==> config.mk <==
export PLATFORM = sky130hd
export DESIGN_NAME = control_frame_decoder_unit
export DESIGN_NICKNAME = d
export VERILOG_FILES = /design/src/sv/cfd_pkg.sv /design/src/sv/cfd_crc.sv /design/src/sv/cfd_payload_buf.sv /design/src/sv/control_frame_decoder_unit.sv
export SDC_FILE = /design/constraint.sdc
export NUM_CORES = 1
export LEC_CHECK = 0
export BUFFER_PORTS_ARGS = -buffer_cell sky130_fd_sc_hd__buf_2
export CORE_ASPECT_RATIO = 0.7
export CORE_MARGIN = 2
export CORE_UTILIZATION = 34
export CTS_BUF_LIST = sky130_fd_sc_hd__clkbuf_4 sky130_fd_sc_hd__clkbuf_8
export CTS_CLUSTER_SIZE = 16
export DETAILED_ROUTE_END_ITERATION = 10
export PLACE_DENSITY_LB_ADDON = 0.08
export SLEW_MARGIN = 10
export SYNTH_ARGS = -nofsm -noshare
export SYNTH_HDL_FRONTEND = slang
export SYNTH_SLANG_ARGS = --single-unit
export TNS_END_PERCENT = 50
==> constraint.sdc <==
create_clock -name clk -period 3.8 [get_ports clk]
set_input_delay 0.19 -clock clk [delete_from_list [all_inputs] [get_ports clk]]
set_output_delay 0.19 -clock clk [all_outputs]
set_load 0.02 [all_outputs]
==> src/sv/cfd_pkg.sv <==
// shared types and constants for the control frame decoder
// beat structs for both channels, status codes, register indexes, crc control
// no dependencies
package cfd_pkg;

  localparam int HDR_BYTES = 4;
  localparam int CRC_BYTES = 2;

  localparam logic [15:0] CRC_POLY     = 16'h1021;
  localparam logic [15:0] CRC_INIT_RST = 16'hFFFF;

  // configuration register indexes
  localparam logic [1:0] CFG_MAGIC    = 2'd0;
  localparam logic [1:0] CFG_VERSION  = 2'd1;
  localparam logic [1:0] CFG_CRC_INIT = 2'd2;

  typedef enum logic [2:0] {
    ST_OK          = 3'd0,
    ST_BAD_LEN     = 3'd1,
    ST_BAD_MAGIC   = 3'd2,
    ST_BAD_VERSION = 3'd3,
    ST_BAD_CRC     = 3'd4
  } status_t;

  typedef struct packed {
    logic [7:0] data_byte;
    logic       end_of_frame;
  } frame_beat_t;

  typedef struct packed {
    status_t    status;
    logic [7:0] command;
    logic [6:0] payload_length;
    logic [7:0] payload_byte;
    logic [5:0] payload_index;
    logic       last_result;
  } report_beat_t;

  typedef struct packed {
    logic load_init;
    logic advance;
    logic shift;
    logic clear;
  } crc_ctl_t;

endpackage

==> src/sv/cfd_crc.sv <==
// crc16 datapath: running crc register and two-byte delay line
// depends on cfd_pkg
module cfd_crc (
  input  logic            clk,
  input  logic            rst,
  input  cfd_pkg::crc_ctl_t ctl,
  input  logic [7:0]      data_byte,
  input  logic [15:0]     crc_init,
  output logic [15:0]     crc_reg,
  output logic [15:0]     delay_pair
);
  import cfd_pkg::*;

  // one byte, msb first, no reflection
  function automatic logic [15:0] crc_step(input logic [15:0] crc, input logic [7:0] b);
    logic [15:0] c;
    int          i;
    c = crc ^ {b, 8'h00};
    for (i = 0; i < 8; i++) begin
      c = c[15] ? ((c << 1) ^ CRC_POLY) : (c << 1);
    end
    return c;
  endfunction

  always_ff @(posedge clk) begin
    if (rst) begin
      crc_reg    <= CRC_INIT_RST;
      delay_pair <= '0;
    end else if (ctl.clear) begin
      delay_pair <= '0;
    end else if (ctl.shift) begin
      if (ctl.load_init) begin
        crc_reg <= crc_init;
      end else if (ctl.advance) begin
        crc_reg <= crc_step(crc_reg, delay_pair[15:8]);
      end
      delay_pair <= {delay_pair[7:0], data_byte};
    end
  end

endmodule

==> src/sv/cfd_payload_buf.sv <==
// payload buffer: one-port-write, one-port-read memory with registered read
// decodes the frame byte position into a store address; depends on cfd_pkg
module cfd_payload_buf #(
  parameter int MAX_PAYLOAD = 32,
  localparam int AW = (MAX_PAYLOAD > 1) ? $clog2(MAX_PAYLOAD) : 1
) (
  input  logic          clk,
  input  logic          wr_beat,
  input  logic [7:0]    pos,
  input  logic [7:0]    data_byte,
  input  logic          rd_en,
  input  logic [AW-1:0] rd_addr,
  output logic [7:0]    rd_data
);
  import cfd_pkg::*;

  localparam logic [7:0] FirstPos = 8'(HDR_BYTES);
  localparam logic [7:0] EndPos   = 8'(HDR_BYTES + MAX_PAYLOAD);

  logic [7:0]    mem [MAX_PAYLOAD];
  logic [7:0]    offset;
  logic          wr_en;
  logic [AW-1:0] wr_addr;

  // bytes past the buffer end are dropped
  assign offset  = pos - FirstPos;
  assign wr_en   = wr_beat && (pos >= FirstPos) && (pos < EndPos);
  assign wr_addr = offset[AW-1:0];

  always_ff @(posedge clk) begin
    if (wr_en) begin
      mem[wr_addr] <= data_byte;
    end
    if (rd_en) begin
      rd_data <= mem[rd_addr];
    end
  end

endmodule

==> src/sv/control_frame_decoder_unit.sv <==
// control frame decoder top level: byte receive, frame judgement, report sequencer
// depends on cfd_pkg, cfd_crc and cfd_payload_buf
//
// usage
//   frame channel: one frame byte per beat, end_of_frame set on the final byte.
//   bytes are taken at one per cycle while a frame is being received.
//   report channel: after the final byte the frame is judged (magic, version,
//   length, crc16 poly 0x1021 from crc_init) and reported: one beat with the
//   status, or for a good frame with payload one beat per payload byte.
//   after the final byte the judge state forms the verdict; the send state then
//   loads a status-only beat, or issues the first payload read and moves to the
//   show state, which loads the payload beats at one per cycle while the receiver
//   takes them, set by the single read port of the payload memory.
//   frame_ready drops from the final byte until the frame's last report beat sits
//   in the output register, through the judge, send and any show states.
//   the output register lets the next frame be received while the last report
//   beat still waits; a stalled receiver simply holds the report sequencer.
//   reset clears the control state and sets magic/version to 0 and crc_init to
//   0xffff; the payload memory needs no clearing pass.
//   configuration writes take effect at once; a new crc_init applies from the
//   next frame's first byte.
module control_frame_decoder_unit #(
  parameter int MAX_PAYLOAD = 32
) (
  input  logic                  clk,
  input  logic                  rst,
  input  logic                  frame_valid,
  output logic                  frame_ready,
  input  cfd_pkg::frame_beat_t  frame_data,
  output logic                  report_valid,
  input  logic                  report_ready,
  output cfd_pkg::report_beat_t report_data,
  input  logic                  cfg_write,
  input  logic [1:0]            cfg_index,
  input  logic [15:0]           cfg_data
);
  import cfd_pkg::*;

  localparam int AW = (MAX_PAYLOAD > 1) ? $clog2(MAX_PAYLOAD) : 1;
  localparam logic [7:0] MinFrame = 8'(HDR_BYTES + CRC_BYTES);
  localparam logic [7:0] MaxFrame = 8'(HDR_BYTES + MAX_PAYLOAD + CRC_BYTES);
  localparam logic [7:0] MaxLen   = 8'(MAX_PAYLOAD);
  localparam logic [8:0] Overhead = 9'(HDR_BYTES + CRC_BYTES);

  typedef enum logic [1:0] {S_RX, S_JUDGE, S_SEND, S_SHOW} state_t;

  state_t     state;

  // configuration registers
  logic [7:0]  frame_magic;
  logic [7:0]  frame_version;
  logic [15:0] crc_init;

  // per-frame receive state
  logic [7:0]  byte_count;
  logic        magic_ok;
  logic        version_ok;
  logic [7:0]  command_hold;
  logic [7:0]  length_hold;

  // report state
  status_t     verdict;
  status_t     verdict_next;
  logic [7:0]  rep_cmd;
  logic [6:0]  rep_len;
  logic [5:0]  rd_idx;
  logic [5:0]  idx_inc;
  logic        last_item;

  logic        accept;
  logic        out_free;
  logic        load_beat;
  logic        rd_en;
  logic [AW-1:0] rd_addr;
  logic [7:0]  rd_data;
  logic [15:0] crc_reg;
  logic [15:0] delay_pair;
  crc_ctl_t    crc_ctl;

  assign accept      = frame_valid && frame_ready;
  assign frame_ready = (state == S_RX);
  assign out_free    = !report_valid || report_ready;
  assign idx_inc     = rd_idx + 6'd1;
  assign last_item   = ({1'b0, rd_idx} + 7'd1) == rep_len;

  // output register takes a new beat: status-only beat in S_SEND, payload beat in S_SHOW
  assign load_beat = out_free &&
                     (((state == S_SEND) && !((verdict == ST_OK) && (rep_len != 7'd0))) ||
                      (state == S_SHOW));

  // crc runs two bytes behind, so at the final byte the delay holds the crc field
  assign crc_ctl.shift     = accept;
  assign crc_ctl.load_init = (byte_count == 8'd0);
  assign crc_ctl.advance   = (byte_count >= 8'd2);
  assign crc_ctl.clear     = (state == S_JUDGE);

  // first read goes out in S_SEND, each following one as the previous beat is loaded
  assign rd_en   = ((state == S_SEND) && (verdict == ST_OK) && (rep_len != 7'd0)) ||
                   ((state == S_SHOW) && out_free && !last_item);
  assign rd_addr = (state == S_SHOW) ? idx_inc[AW-1:0] : '0;

  cfd_crc u_crc (
    .clk        (clk),
    .rst        (rst),
    .ctl        (crc_ctl),
    .data_byte  (frame_data.data_byte),
    .crc_init   (crc_init),
    .crc_reg    (crc_reg),
    .delay_pair (delay_pair)
  );

  cfd_payload_buf #(
    .MAX_PAYLOAD (MAX_PAYLOAD)
  ) u_buf (
    .clk       (clk),
    .wr_beat   (accept),
    .pos       (byte_count),
    .data_byte (frame_data.data_byte),
    .rd_en     (rd_en),
    .rd_addr   (rd_addr),
    .rd_data   (rd_data)
  );

  // frame judgement, checks in priority order
  always_comb begin
    if ((byte_count < MinFrame) || (byte_count > MaxFrame)) begin
      verdict_next = ST_BAD_LEN;
    end else if (!magic_ok) begin
      verdict_next = ST_BAD_MAGIC;
    end else if (!version_ok) begin
      verdict_next = ST_BAD_VERSION;
    end else if ((length_hold > MaxLen) ||
                 ({1'b0, byte_count} != ({1'b0, length_hold} + Overhead))) begin
      verdict_next = ST_BAD_LEN;
    end else if (crc_reg != delay_pair) begin
      verdict_next = ST_BAD_CRC;
    end else begin
      verdict_next = ST_OK;
    end
  end

  // configuration writes, unknown indexes ignored
  always_ff @(posedge clk) begin
    if (rst) begin
      frame_magic   <= '0;
      frame_version <= '0;
      crc_init      <= CRC_INIT_RST;
    end else if (cfg_write) begin
      case (cfg_index)
        CFG_MAGIC:    frame_magic   <= cfg_data[7:0];
        CFG_VERSION:  frame_version <= cfg_data[7:0];
        CFG_CRC_INIT: crc_init      <= cfg_data;
        default: ;
      endcase
    end
  end

  always_ff @(posedge clk) begin
    if (rst) begin
      state        <= S_RX;
      byte_count   <= '0;
      magic_ok     <= 1'b0;
      version_ok   <= 1'b0;
      command_hold <= '0;
      length_hold  <= '0;
      verdict      <= ST_OK;
      report_valid <= 1'b0;
    end else begin
      if (load_beat) begin
        report_valid <= 1'b1;
      end else if (report_ready) begin
        report_valid <= 1'b0;
      end
      case (state)
        S_RX: begin
          if (accept) begin
            case (byte_count)
              8'd0:    magic_ok     <= (frame_data.data_byte == frame_magic);
              8'd1:    version_ok   <= (frame_data.data_byte == frame_version);
              8'd2:    command_hold <= frame_data.data_byte;
              8'd3:    length_hold  <= frame_data.data_byte;
              default: ;
            endcase
            // saturating count for overlong frames
            if (byte_count != 8'hFF) begin
              byte_count <= byte_count + 8'd1;
            end
            if (frame_data.end_of_frame) begin
              state <= S_JUDGE;
            end
          end
        end
        S_JUDGE: begin
          verdict      <= verdict_next;
          rep_cmd      <= command_hold;
          rep_len      <= length_hold[6:0];
          byte_count   <= '0;
          magic_ok     <= 1'b0;
          version_ok   <= 1'b0;
          command_hold <= '0;
          length_hold  <= '0;
          state        <= S_SEND;
        end
        S_SEND: begin
          if ((verdict == ST_OK) && (rep_len != 7'd0)) begin
            rd_idx <= '0;
            state  <= S_SHOW;
          end else if (out_free) begin
            // failed frame, or good frame without payload
            report_data.status         <= verdict;
            report_data.command        <= (verdict == ST_OK) ? rep_cmd : 8'h00;
            report_data.payload_length <= '0;
            report_data.payload_byte   <= '0;
            report_data.payload_index  <= '0;
            report_data.last_result    <= 1'b1;
            state                      <= S_RX;
          end
        end
        S_SHOW: begin
          if (out_free) begin
            report_data.status         <= ST_OK;
            report_data.command        <= rep_cmd;
            report_data.payload_length <= rep_len;
            report_data.payload_byte   <= rd_data;
            report_data.payload_index  <= rd_idx;
            report_data.last_result    <= last_item;
            if (last_item) begin
              state <= S_RX;
            end else begin
              rd_idx <= idx_inc;
            end
          end
        end
        default: state <= S_RX;
      endcase
    end
  end

  // final byte always stops intake for judgement
  a_eof_stops_intake: assert property (@(posedge clk) disable iff (rst)
    (frame_valid && frame_ready && frame_data.end_of_frame) |=> !frame_ready)
    else $error("intake not stopped after final byte");

  // per-frame state already cleared once the verdict is out
  a_frame_cleared: assert property (@(posedge clk) disable iff (rst)
    (state == S_SEND) |-> (byte_count == 8'd0) && !magic_ok && !version_ok)
    else $error("frame state not cleared after judgement");

  // failed frames give a single empty beat
  a_fail_single: assert property (@(posedge clk) disable iff (rst)
    (report_valid && (report_data.status != ST_OK)) |->
      report_data.last_result && (report_data.payload_length == 7'd0) &&
      (report_data.command == 8'h00))
    else $error("failed frame report malformed");

  // a non-final payload beat lies inside the payload
  a_idx_in_range: assert property (@(posedge clk) disable iff (rst)
    (report_valid && !report_data.last_result) |->
      (({1'b0, report_data.payload_index} + 7'd1) < report_data.payload_length))
    else $error("payload index past payload length");

  // payload beats stream back to back with consecutive indexes
  a_idx_stream: assert property (@(posedge clk) disable iff (rst)
    (report_valid && report_ready && !report_data.last_result) |=>
      report_valid &&
      (report_data.payload_index == ($past(report_data.payload_index) + 6'd1)))
    else $error("payload beat missing or out of order");

endmodule
==> results of run 1 <==
-- per-stage QoR --
step / hold WS, ns / std cells
after detailed placement: 0.411 / 2082
after global placement: 0.402 / 2082
final: 0.104 / 2230
after global routing: 0.0903 / 2229
after floorplan: 0.289 / 1357
after CTS: 0.0543 / 2229
-- worst reg2reg max path, stage by stage, from the launching register on --
cell and delay (ns):
edfxtp_1 0.46, ha_1 0.32, xnor2_1 0.91, nand2_1 0.65
a211oi_1 0.44, a211oi_1 0.13, a211oi_1 0.26
-- routing by layer --
layer / GRT usage / up-vias / wire length (um)
li1: - / 5350 / -
met1: 0.328 / 5831 / 28400
met2: 0.257 / 387 / 20100
met3: 0.0515 / 69 / 3740
met4: 0.0508 / 0 / 888
met5: 0 / - / 0
-- cell type report --
cell class,count,area share
clock inverter,24,0.00593
antenna,1,0.000123
tap,674,0.0416
multi-input combinational,847,0.271
sequential,414,0.566
inverter,22,0.00432
timing repair buffer,145,0.0487
clock buffer,103,0.0622
-- logic make-up after synthesis --
group           synth area share
xor+xnor                  0.0422
buf+inv                   0.0235
fa+ha+maj                0.00721
mux                       0.0638
flops                      0.661
simple gates               0.114
compound gates            0.0885
-- worst max-delay path by stage --
stage,endpoint,slack [ns],cells after the start
floorplan,report_data[0],0.02,4
global placement,u_buf.rd_data[5],0.63,7
detailed placement,u_buf.rd_data[3],0.54,6
CTS,u_buf.rd_data[5],0.53,7
global route,u_buf.rd_data[3],0.35,6
finish,u_buf.rd_data[3],0.45,6
-- synth_stat cells (9+ instances only) --
library cell,count
a211o_1,10
a211oi_1,24
a21oi_1,79
and3_1,28
buf_2,22
clkbuf_1,45
dfxtp_1,96
edfxtp_1,318
ha_1,10
inv_1,19
mux2_2,13
mux2i_1,69
mux4_2,12
nand2_1,147
nand2b_1,9
nand3_1,25
nand3b_1,19
nand4_1,14
nor2_1,122
nor2b_1,10
nor3_1,21
nor4_1,10
o21ai_0,35
o221ai_1,10
o22ai_1,23
xnor2_1,36
xor2_1,40
-- power by group through the flow --
stage                     Combinational (W)  Clock (W)  Sequential [W]
after floorplan                    0.000410          0         0.00508
after detailed placement           0.000654          0         0.00511
after global routing               0.000738    0.00431         0.00502
final                              0.000674    0.00398         0.00502
after global placement             0.000654          0         0.00511
after CTS                          0.000674    0.00409         0.00501
==> out/qor.yml, run 1 <==
detailed_routing:
  drc: 0
  vias: 11600
  post_drt_wl_per_cell_um: 23.8
  drtPass1Iterations: 5
  first_iter_violations: 983
  postRouteAntennaNets: 0
  totalWireLength_um: 53100
  viasPerCell: 5.22
cts:
  cts_tree: "yes"
  hold_buffers: 20
  root_buffer: "clkbuf_8"
  post_cts_buffers: 0
  cts_resized: 0
  ctsLongestPathBuffers: 3
  clock-sinks: 414
  cts_htree_levels: 3
  cts_buffers: 69
  insertion_delay_ns: 0.65
  clk_pin_slew_ns: 0.07
layout:
  largest_register_ffs: 256
  syn_to_final_growth_pct: 16.7
  fin_util: 0.401
  multi_input_area_sq_mm: 0.00549
  top_regs: "u_buf.mem (256), report_data (33)"
  drive_gt1_frac: 0.176
  design_area_sq_mm: 0.0203
  final_cell_mix: "edfxtp_1, nand2_1, nor2_1, dfxtp_1, a21oi_1"
  num-fill-cells: 4966
  final_nets: 1541
  largest_register: "u_buf.mem"
  ff_latch_area_sq_mm: 0.0115
  final_common_cell: "edfxtp_1"
synthesis:
  syn_area_per_cell_sq_um: 12.8
  synth_area_sq_mm: 0.0174
  ys_seq_area_frac: 0.661
  syn_nets: 1399
  ys_warn_count: 0
  synth_edf_count: 318
  async_flop_share: 0
  ys.flop_type: "edfxtp_1"
  synth_area_leaders: "edfxtp_1, dfxtp_1, mux2i_1"
  yosysTopAreaCell: "edfxtp_1"
  ys_ff_latch: 414
  netlist_instances: 1357
  yosysTopAreaCellShare: 0.550
  ys_types: 66
worst_setup_path:
  crit_fanout: 12
  arrival_ns: 3.82
  crit_buf_inv: 0
  path_class: "reg2reg"
  timing.rr.end: "u_buf.rd_data[3]"
  crit_path_end_kind: "flop"
  critPathLaunch: "rd_idx[1]"
  regToRegSetupSlack_ns: 0.45
  cp_cell_sequence: "ha_1 -> xnor2_1 -> nand2_1 -> a211oi_1 -> a211oi_1 -> a211oi_1"
  slowest_stage: "xnor2_1"
  critical_path_required_ns: 4.27
  worstRegToRegCells: 6
  critical-path-top-delay-family: "XOR/XNOR gates"
  crit_top_cell: "a211oi_1"
  cpPeakStageDelay_ns: 0.91
  reg2reg_from: "rd_idx[1]"
  setup.worst_path.start_class: "flop"
die:
  dieWidth_um: 274
  start_util: 0.343
  fp.coreArea_sq_mm: 0.0506
  num_rows: 69
  fp.dieH_um: 193
  dieArea_sq_mm: 0.0529
  ioPinCount: 67
global_routing:
  grt_first_pass_wirelength_um: 76900
  overflow: 0
  grtUsageTotal: 0.202
  antenna_found_initial: 3
  grt_max_degree: 52
  grt_pass1_vias: 11100
pwr:
  clockPowerShare: 0.412
  p_switching_w: 0.00237
  total_power_w: 0.00967
  pwr-share-comb: 0.070
  seq_power_share: 0.519
  ir_drop_mv: 0.224
  internal-power_w: 0.00730
  leakage_nw: 7.24
  p_per_area_mw_per_mm2: 477
  sw_frac_of_total: 0.245
sta:
  fmax_mhz: 299
  layout_setup_ws_ns: 0.453
  relSlewSlack: 0.257
  min_period_ns: 3.35
  fin_setup_tns_ns: 0
  grt_setup_unrepaired: "false"
  period_share: 0.881
  hold_violations: 0
  skew_ns: 0.0226
  worst_pin_slew_ns: 1.11
  setup_viol: 0
  drv_slew: 0
place:
  dpl_cell_area_sq_mm: 0.0187
  io_buffers: 66
  place_congestion: 0.857
  dp_hpwl_um: 34000
  dp_slack_ns: 0.544
worst_hold_path:
  hold_start: "frame_valid"
  min_path_cells: 6
  hp-class: "in2reg"
  min_to: "byte_count[2]"
status:
  outcome: "complete, no violations"
job:
  cap_violations: 0
No activity file was read; power rests on OpenSTA's default activity.
==> run 2: changes to the inputs <==
==> constraint.sdc (replaced) <==
create_clock -name clk -period 3.8 [get_ports clk]
set_input_delay 0.76 -clock clk [delete_from_list [all_inputs] [get_ports clk]]
set_output_delay 0.76 -clock clk [all_outputs]
set_load 0.02 [all_outputs]
==> run 2 against run 1 <==
Compared with the run above:
- design area is 0.53% lower
- clock skew hardly changed
- worst hold slack better by 0.24 ns
- count of clock-buffer cells in the layout is 9 lower
- core utilization is 0.21 points lower
- setup slack better by 0.33 ns
- critical endpoint unchanged
==> out/qor.yml, run 2 (same netlist as run 1, synthesis figures left out) <==
sta:
  skew_ns: 0.0230  # +0.000353 ns
  fmax_mhz: 331  # +11%
  period_share: 0.795  # -0.0860
  hold_violations: 0  # unchanged
  grt_setup_unrepaired: "false"
  drv_slew: 0  # unchanged
  fin_setup_tns_ns: 0  # unchanged
  relSlewSlack: 0.492  # +0.235
  min_period_ns: 3.02  # -0.327 ns
  setup_viol: 0  # unchanged
  worst_pin_slew_ns: 0.759  # -0.347 ns
cts:
  ctsLongestPathBuffers: 3  # unchanged
  insertion_delay_ns: 0.63  # -0.02 ns
  post_cts_buffers: 0  # unchanged
  clk_pin_slew_ns: 0.07  # about the same
  cts_tree: "yes"
  clock-sinks: 414  # unchanged
  root_buffer: "clkbuf_8"
  cts_resized: 0  # unchanged
  cts_buffers: 67  # -2.9%
  hold_buffers: 0  # -100%
  cts_htree_levels: 3  # unchanged
worst_setup_path:
  crit_buf_inv: 4  # +4
  setup.worst_path.start_class: "flop"
  crit_top_cell: "buf_4"
  cp.depth: 10  # +4
  critical_path_required_ns: 4.14  # -0.13 ns
  worstRegToRegCells: 10  # +4
  cp_cell_sequence: "buf_4 -> nand3_1 -> xnor2_2 -> nand2_1 -> inv_1 -> buf_4 -> a211oi_1 -> a2111oi_0 -> buf_4 -> a211oi_1"
  crit_fanout: 23  # +11
  path_class: "reg2reg"
  arrival_ns: 3.36  # -0.46 ns
  cpPeakStageDelay_ns: 0.60  # -0.31 ns
  crit_path_end_kind: "flop"
  slowest_stage: "a2111oi_0"
  critical-path-top-delay-family: "buffers and inverters"
die:
  start_util: 0.343  # unchanged
  fp.coreArea_sq_mm: 0.0506  # unchanged
  num_rows: 69  # unchanged
  dieArea_sq_mm: 0.0529  # unchanged
  fp.dieH_um: 193  # unchanged
  dieWidth_um: 274  # unchanged
  ioPinCount: 67  # unchanged
layout:
  diodes: 0  # -1
  final_nets: 1531  # -0.65%
  drive_gt1_frac: 0.184  # +0.00821
  final_cell_mix: "edfxtp_1, nand2_1, nor2_1, dfxtp_1, a21oi_1"
  num-fill-cells: 4896  # -1.4%
  syn_to_final_growth_pct: 16.1
  fin_util: 0.398  # -0.00213
  largest_register_ffs: 256  # unchanged
  top_regs: "u_buf.mem (256), report_data (33)"
  largest_register: "u_buf.mem"
  final_common_cell: "edfxtp_1"
global_routing:
  met3_usage: 0.0480  # -0.00347
  antenna_found_initial: 2  # -1
  grt_first_pass_wirelength_um: 77000  # +0.14%
  gr-usage-met2: 0.255  # -0.00185
  grtUsageTotal: 0.202  # +0.000648
  grt_max_degree: 50  # -3.8%
  grtUsageMet1: 0.337  # +0.00844
  overflow: 0  # unchanged
  grt.busiest_layer: "met1"
  grt_pass1_vias: 10900  # -2.2%
detailed_routing:
  totalWireLength_um: 53600  # +0.87%
  postRouteAntennaNets: 0  # unchanged
  viasPerCell: 5.26  # +0.74%
  vias: 11600  # +0.017%
  drc: 0  # unchanged
  drtPass1Iterations: 7  # +2
  first_iter_violations: 1334  # +36%
  post_drt_wl_per_cell_um: 24.2  # +1.6%
pwr:
  pwr-share-comb: 0.069  # about the same
  clockPowerShare: 0.414  # +0.002
  internal-power_w: 0.00732  # +0.23%
  leakage_nw: 7.23  # -0.14%
  p_per_area_mw_per_mm2: 481  # +0.72%
  seq_power_share: 0.516  # -0.003
  ir_drop_mv: 0.218  # -2.6%
  p_switching_w: 0.00237  # about the same
  total_power_w: 0.00969  # +0.18%
  sw_frac_of_total: 0.245  # -0.000334
place:
  place_congestion: 0.841  # -2.0%
  io_buffers: 66  # unchanged
  dp_hpwl_um: 35700  # +4.9%
worst_hold_path:
  hp-class: "in2reg"
  min_path_cells: 3  # -3
status:
  outcome: "complete, no violations"
job:
  cap_violations: 0  # unchanged
-- run 2: path summary, 6_finish.rpt --
kind | from | endpoint | slack, ns
setup / recovery | rd_idx[0] | u_buf.rd_data[3] | 0.78
hold / removal | cfg_data[14] | crc_init[14] | 0.34
setup reg to reg | rd_idx[0] | u_buf.rd_data[3] | 0.78
hold reg to reg | command_hold[7] | rep_cmd[7] | 0.43
-- run 2: metal layers --
| metal | part of all wire | vias up | routed length (um) |
|---|---|---|---|
| met2 | 0.38 | 439 | 20200 |
| met5 | 0 | - | 0 |
| met3 | 0.078 | 67 | 4160 |
| met1 | 0.53 | 5812 | 28500 |
| li1 | - | 5321 | - |
| met4 | 0.015 | 0 | 806 |
-- run 2: cell type report --
type,count,area [sq um],area share
multi-input cells,847,5500,0.273
flip-flops and latches,414,11500,0.569
well taps,674,843,0.0418
inverters,22,87.6,0.00435
clock buffers,94,1180,0.0586
clock inverters,26,186,0.00925
repair buffers,137,888,0.0441
-- run 2: worst reg2reg max path, cell delays in order (launching register included) --
cell       delay, ns
edfxtp_1        0.35
buf_4           0.32
nand3_1         0.24
xnor2_2         0.22
nand2_1         0.19
inv_1           0.27
buf_4           0.21
a211oi_1        0.06
a2111oi_0       0.60
buf_4           0.22
a211oi_1        0.05
-- run 2: power groups by stage --
stage / Clock [W] / Combinational [W] / Sequential [W]
floorplan: 0 / 0.000410 / 0.00508
global placement: 0 / 0.000673 / 0.00510
detailed placement: 0 / 0.000671 / 0.00510
CTS: 0.00410 / 0.000676 / 0.00500
global route: 0.00431 / 0.000737 / 0.00501
finish: 0.00401 / 0.000672 / 0.00500
-- run 2: metrics by stage --
stage                     cells  hold slack [ns]  cell area [sq um]  worst slack, ns
final                      2214            0.341              20200            0.780
after global routing       2214            0.309              20200            0.652
after CTS                  2214            0.297              20200            0.795
after detailed placement   2094            0.419              18800            0.827
after global placement     2094            0.414              18800            0.868
after floorplan            1357            0.408              17400            0.970
